`src/design/fcv_unpack.sv`:
```
// FAT12 entry addressing and unpacking of two stored bytes into a 12-bit entry.
module fcv_unpack #(
  parameter int unsigned AW = 13
) (
  input  logic [11:0]   idx_i,
  input  logic [7:0]    lo_i,
  input  logic [7:0]    hi_i,
  input  logic          hi_zero_i,
  output logic [AW-1:0] pos_o,
  output logic [11:0]   entry_o
);

  logic [12:0] pos_full;
  logic [15:0] word;

  assign pos_full = {1'b0, idx_i} + {2'b00, idx_i[11:1]};
  assign pos_o    = AW'(pos_full);
  assign word     = {(hi_zero_i ? 8'h00 : hi_i), lo_i};
  assign entry_o  = idx_i[0] ? word[15:4] : word[11:0];

endmodule

```
`config.mk`:
```
export PLATFORM = sky130hd
export DESIGN_NAME = fcv_unpack
export DESIGN_NICKNAME = d
export VERILOG_FILES = /design/src/design/fcv_unpack.sv
export SDC_FILE = /design/constraint.sdc
export NUM_CORES = 1
export LEC_CHECK = 0
export ABC_CLOCK_PERIOD_IN_PS = 2200
export BUFFER_PORTS_ARGS = -buffer_cell sky130_fd_sc_hd__buf_2
export CORE_MARGIN = 10
export CORE_UTILIZATION = 39
export DETAILED_ROUTE_END_ITERATION = 10
export PLACE_DENSITY = 0.84
export SLEW_MARGIN = 25
export SYNTH_ARGS = -nofsm -noshare
export SYNTH_HDL_FRONTEND = slang
export SYNTH_SLANG_ARGS = --single-unit
```
`constraint.sdc`:
```
create_clock -name vclk -period 2.2
set_input_delay 0.44 -clock vclk [all_inputs]
set_output_delay 0.44 -clock vclk [all_outputs]
set_load 0.005 [all_outputs]
```
==> results.toml, run 1 <==
[power_and_ir_drop]
p_seq_frac = 0
p_int_uw = 198
clkPwrFrac = 0
p_comb_frac = 1.000
p_total_uw = 369
ir_drop_v = 0.000166
p_leak_uw = 0.000690
cellPowerDensity_nw_per_um2 = 278
p_sw_uw = 171
switching_share = 0.463

[yosys]
synth_area_um2 = 713
netlist_instances = 99
synth_commonest_cells = "ha_1 (13), nand2_1 (11), a21oi_1 (8)"
yosysSeqAreaShare = 0
postSynthAreaPerCell_um2 = 7.20
synthTopCellsByArea = "ha_1 (23%), mux2i_1 (7.0%), a21o_1 (6.3%), mux2_2 (6.3%), xor2_1 (6.1%)"
syn_nets = 142
synthDistinctLibCells = 29
ys_warn_count = 0
yosys.cell_count.top_type = "ha_1"
synth_top_area_share = 0.228
synth_top_cell_by_area = "ha_1"

[global_routing]
grt_max_degree = 15
grt_pass1_vias = 1017
grt_pass1_wl_mm = 4.73
grt_overflow = 0
antenna_found_initial = 0
grt.total_usage = 0.135

[floorplanning]
core_area_um2 = 1730
die_area_um2 = 3940
fp-row-count = 15
die_w_um = 62.8
boundaryPins = 54
start_util = 0.413
die_y_um = 62.8

[min_path]
min_path_type = "in2out"
hp-start = "idx_i[0]"

[worst_setup_path]
cp-start-kind = "input port"
crit_path_end_kind = "primary output"
arrival_ps = 1870
required_ps = 1760
crit_fanout = 4
crit_start = "idx_i[1]"
crit_type = "in2out"

[timing]
final.period_utilization = 1.05
finalSetupViolations = 6
tightest_slew_ps = 376
fin_crit_ps = 2310
report.final.slew_viol_count = 0
maxClockFrequency_mhz = 432
hold_violations = 0
slew-limit-headroom = 0.749
final.setup.worst_slack_ps = -113
final.setup.tns_ps = -376
rsz0062_at_grt = "yes"

[route]
viasPerCell = 5.27
drc_errors = 0
routed_wirelength_mm = 3.08
antenna_left = 0
wire_per_inst_um = 15.8
drt_first_pass_iters = 4
vias = 1027
dr.first_iter.drc_count = 48

[place]
hpwl_mm = 2.34
gp_congestion = 0.835
portBuffers = 54

[finish]
final_core_util = 0.768
drive_above_1_share = 0.553
nNetsFinal = 215
area_growth_pct = 86.0
final.clkbuf_count = 0
num_antenna_cells = 0
regArea_um2 = 0
seq_cells = 0

[status]
violations = "setup timing"
run_status = "finished, violations left"

[job]
maxCapViolCount = 0
[critical path, stage by stage]
cell and delay, ps:
buf_8 110, ha_4 150, fa_2 330, a21o_1 200, nand4_1 110, a21oi_2 110, nand2b_4 160, xor2_1 130
buf_2 130
[logic make-up (layout without fill, tap and decap cells)]
kind of cell	after synthesis	count (layout)	synth area share
adders and majority gates	14	14	0.256
muxes	9	9	0.133
xor gates and xnor gates	8	8	0.0982
and+or+nand+nor	33	33	0.228
buffers and inverters	8	79	0.0438
AOI/OAI and AO/OA	27	27	0.240
[stage by stage]
stage               instance area (µm²)  setup WS [ps]  hold slack [ps]  std cells
finish                             1330           -113             1170        195
global route                       1330           -175             1190        195
CTS                                1210           -150             1170        192
detailed placement                 1120           -248             1180        191
global placement                   1120           -224             1170        191
floorplan                           716           29.9              911         99
[power by group through the flow]
| stage | registers, µW | clock network [µW] | logic, µW |
|---|---|---|---|
| finish | 0 | 0 | 369 |
| global route | 0 | 0 | 405 |
| CTS | 0 | 0 | 331 |
| detailed placement | 0 | 0 | 309 |
| global placement | 0 | 0 | 299 |
| floorplan | 0 | 0 | 160 |
[layer usage]
metal  vias up  part of all wire  track usage
li1        503                 -            -
met1       471              0.41        0.153
met2        47              0.51        0.263
met3         6             0.059       0.0179
met4         0             0.018       0.0168
met5         -                 0            0
[final timing paths]
kind	endpoint	slack (ps)	depth (start not counted)
worst max-delay path	pos_o[8]	-110	9
worst min-delay path	pos_o[0]	1170	3
[repair_timing]
action | in CTS | in global routing
hold buffers | 0 | 0
buffers inserted | 1 | 3
resized for setup | 13 | 19
pin swaps | 13 | 18
endpoints found under the setup margin | 7 | 8
[cell type report]
cell class	count	area, µm²
Multi-Input combinational cell	91	811
Timing Repair Buffer	73	462
Fill cell	113	400
Inverter	6	22.5
Tap cell	25	31.3
[cells in the final DEF (no fill, tap or decap), types with 3 or more instances in the layout]
cell type / Yosys / final
xor2_1: 5 / 5
mux2i_1: 5 / 5
nor2_1: 7 / 7
nor2b_1: 3 / 3
o21ai_0: 6 / 6
buf_6: 0 / 5
buf_4: 0 / 18
a21oi_2: 1 / 4
nand2_1: 11 / 11
ha_1: 13 / 6
mux2_2: 4 / 4
ha_4: 0 / 7
buf_2: 1 / 48
inv_1: 6 / 6
a21oi_1: 8 / 5
a21o_1: 6 / 6
xnor2_1: 3 / 3
Note: power is estimated with default switching activity, not from simulation.
==> inputs of run 2 (changes only) <==
Settings changed: CORE_MARGIN 10 to 4, PLACE_DENSITY 0.84 to default, PLACE_DENSITY_LB_ADDON from default to 0.2.
==> results.toml, run 2 (synthesis results as in run 1) <==
[route]
routed_wirelength_mm = 2.47
viasPerCell = 4.98
antenna_left = 0
drc_errors = 0
dr.first_iter.drc_count = 12
wire_per_inst_um = 12.8
drt_first_pass_iters = 3
vias = 961

[finish]
area_growth_pct = 81.8
seq_cells = 0
final.clkbuf_count = 0
drive_above_1_share = 0.542
regArea_um2 = 0
num_antenna_cells = 0
final_common_cell = "buf_2"
nNetsFinal = 213
stdcell_count = 193
layout_common_cells = "buf_2 (49), buf_4 (15), nand2_1 (10)"

[place]
gp_congestion = 0.859
portBuffers = 54
dp.cells = 190
hpwl_mm = 1.88

[worst_setup_path]
cp-start-kind = "input port"
arrival_ps = 1910
crit_fanout = 4
crit_path_max_incr_delay_ps = 330
cpMaxStageDelayCell = "fa_2"
crit_type = "in2out"
crit_path_end_kind = "primary output"
required_ps = 1760
cp_cell_sequence = "buf_8 > ha_4 > fa_2 > a21o_1 > nand4_1 > a21oi_2 > a311o_1 > buf_2"

[timing]
hold_violations = 0
fin_crit_ps = 2350
tightest_slew_ps = 396
maxClockFrequency_mhz = 426
finalSetupViolations = 5
report.final.slew_viol_count = 0
final.period_utilization = 1.07
rsz0062_at_grt = "yes"
final.setup.worst_slack_ps = -146
slew-limit-headroom = 0.736
holdWs_ps = 1170

[status]
run_status = "finished, violations left"
violations = "setup timing"

[floorplanning]
boundaryPins = 54
die_area_um2 = 2580
die_y_um = 50.8
start_util = 0.413
core_area_um2 = 1730
die_w_um = 50.8
fp-row-count = 15

[global_routing]
grt_overflow = 0
grt_pass1_wl_mm = 3.57
grt_max_degree = 15
grt.total_usage = 0.167
antenna_found_initial = 0
grt_pass1_vias = 900

[min_path]
min_path_type = "in2out"
worstHoldEndpoint = "pos_o[0]"
min_path_cells = 3
hp-start = "idx_i[0]"

[power_and_ir_drop]
p_leak_uw = 0.000679
cellPowerDensity_nw_per_um2 = 277
ir_drop_v = 0.000161

[job]
maxCapViolCount = 0
[run 2: cell count changes in the layout (fill, tap and decap cells not counted), sizes merged]
| cell | before | now |
|---|---|---|
| buf | 73 | 71 |
[run 2: cell type report]
class,count,area (µm²)
Multi-Input combinational cell,91,798
Timing Repair Buffer,71,444
Fill cell,139,430
Tap cell,25,31.3
Inverter,6,22.5
[run 2: worst max-delay path by stage]
| stage | from | depth (start not counted) | endpoint |
|---|---|---|---|
| after floorplan | idx_i[0] | 6 | pos_o[10] |
| after CTS | idx_i[1] | 8 | pos_o[10] |
| after detailed placement | idx_i[0] | 8 | pos_o[10] |
| after global placement | idx_i[0] | 8 | pos_o[10] |
| after global routing | idx_i[2] | 8 | pos_o[9] |
| final | idx_i[1] | 8 | pos_o[10] |
[run 2: worst max-delay path: cells and delay by family]
family,cells,cell delay [ps]
adder cells (fa/ha/maj),2,490
AO/OA/AOI/OAI,3,630
AND/OR/NAND/NOR,1,110
buffers and inverters,2,240
[run 2: routing by layer]
metal	up-vias	routed length (µm)	GRT usage
met5	-	0	0
met4	0	0	0
met3	0	107	0.0178
met2	21	1380	0.365
met1	443	981	0.174
li1	497	-	-
[run 2: repair_timing]
action | in CTS | in global routing
gates resized for setup | 8 | 22
hold buffers | 0 | 0
endpoints found under the setup margin | 8 | 9
pin swaps | 13 | 12
buffers inserted | 2 | 1
[run 2: stage by stage]
step / power [µW] / cell area, µm² / utilization / worst slack (ps) / TNS [ps]
2_1_floorplan: 160 / 716 / - / 29.9 / 0
3_3_place_gp: 292 / 1110 / 0.645 / -238 / -830
5_1_grt: 393 / 1300 / 0.751 / -207 / -1030
6_report: 359 / 1300 / 0.751 / -146 / -574
3_5_place_dp: 301 / 1110 / 0.645 / -259 / -970
4_1_cts: 316 / 1170 / 0.680 / -161 / -546
[run 2: power breakdown]
part / total (µW) / internal [µW] / switching (µW) / leakage [µW]
clock network: 0 / 0 / 0 / 0
logic: 359 / 195 / 163 / 0.000679
registers: 0 / 0 / 0 / 0
total: 359 / 195 / 163 / 0.000679
==> inputs of run 3 (changes only) <==
Settings changed: CAP_MARGIN from default to 20, PLACE_DENSITY_LB_ADDON 0.2 to 0.05, TNS_END_PERCENT from default to 30.
==> results.toml, run 3 (synthesis results as in run 1) <==
[status]
run_status = "finished, violations left"
violations = "setup timing"

[finish]
stdcell_count = 194
nNetsFinal = 214
num_antenna_cells = 0
area_growth_pct = 74.4
final_core_util = 0.720
final_common_cell = "buf_2"
drive_above_1_share = 0.521
seq_cells = 0
layout_common_cells = "buf_2 (51), buf_4 (18), nand2_1 (11)"
nFillCells = 152
final.clkbuf_count = 0
regArea_um2 = 0

[worst_setup_path]
crit_fanout = 4
crit_type = "in2out"
crit_start = "idx_i[1]"
cp-start-kind = "input port"
arrival_ps = 1910
required_ps = 1760
crit_path_end_kind = "primary output"

[timing]
finalSetupViolations = 6
maxClockFrequency_mhz = 425
report.final.slew_viol_count = 0
final.setup.worst_slack_ps = -151
fin_crit_ps = 2350
hold_violations = 0
final.period_utilization = 1.07
rsz0062_at_grt = "yes"
slew-limit-headroom = 0.754
holdWs_ps = 1160
tightest_slew_ps = 369

[route]
routed_wirelength_mm = 2.20
drt_first_pass_iters = 4
dr.first_iter.drc_count = 13
vias = 963
wire_per_inst_um = 11.4
antenna_left = 0
viasPerCell = 4.96
drc_errors = 0

[power_and_ir_drop]
cellPowerDensity_nw_per_um2 = 267
p_leak_uw = 0.000672
switching_share = 0.453
p_total_uw = 333
clkPwrFrac = 0
p_sw_uw = 151
p_seq_frac = 0
ir_drop_v = 0.000203
p_int_uw = 182
p_comb_frac = 1.000

[floorplanning]
die_y_um = 50.8
start_util = 0.413
fp-row-count = 15
boundaryPins = 54
die_area_um2 = 2580
die_w_um = 50.8
core_area_um2 = 1730

[min_path]
min_path_type = "in2out"
min_path_cells = 3
hp-start = "idx_i[0]"
worstHoldEndpoint = "pos_o[0]"

[global_routing]
antenna_found_initial = 0
grt_pass1_wl_mm = 3.76
grt.total_usage = 0.174
grt_max_degree = 15
grt_overflow = 0
grt_pass1_vias = 894

[place]
dp.cells = 190
portBuffers = 54
gp_congestion = 0.775
hpwl_mm = 1.79

[job]
maxCapViolCount = 0

[clocking]
cts_hold_buf = 0
-- run 3: critical path: stages --
cell and delay, ps:
buf_8 100, ha_4 150, fa_2 330, a21o_1 210, nand4_1 130, a21oi_2 110, nand2b_4 150, xor2_1 160
buf_2 120
-- run 3: power groups by stage --
stage               clock network, µW  logic (µW)  registers [µW]
detailed placement                  0         299               0
finish                              0         333               0
floorplan                           0         160               0
global placement                    0         293               0
global route                        0         376               0
CTS                                 0         327               0
-- run 3: cell type report --
type | instances | area [µm²] | share of cell area
multi-input combinational | 91 | 762 | 0.613
tap | 25 | 31.3 | 0.0252
inverter | 6 | 22.5 | 0.0181
timing repair buffer | 72 | 428 | 0.344
-- run 3: metal layers --
metal,GRT usage,routed length (µm)
met1,0.211,969
met2,0.343,1040
met3,0.0178,187
met4,0,8
met5,0,0
-- run 3: worst max-delay path by stage --
stage                      to  slack, ps  cells after the start
detailed placement  pos_o[10]       -260                      8
floorplan           pos_o[10]         30                      6
global route         pos_o[8]       -220                      9
CTS                 pos_o[11]       -130                      8
global placement    pos_o[10]       -230                      8
finish               pos_o[8]       -150                      9
-- run 3: through the flow --
stage               setup WS [ps]  TNS [ps]  instance area (µm²)
finish                       -151      -575                 1240
global route                 -216     -1090                 1240
CTS                          -131      -503                 1220
detailed placement           -258     -1050                 1110
global placement             -234      -909                 1110
floorplan                    29.9         0                  716
-- run 3: timing repair --
item / CTS / global route
pin swaps: 13 / 9
setup buffers: 3 / 1
resized for setup: 13 / 4
endpoints found under the setup margin: 7 / 8
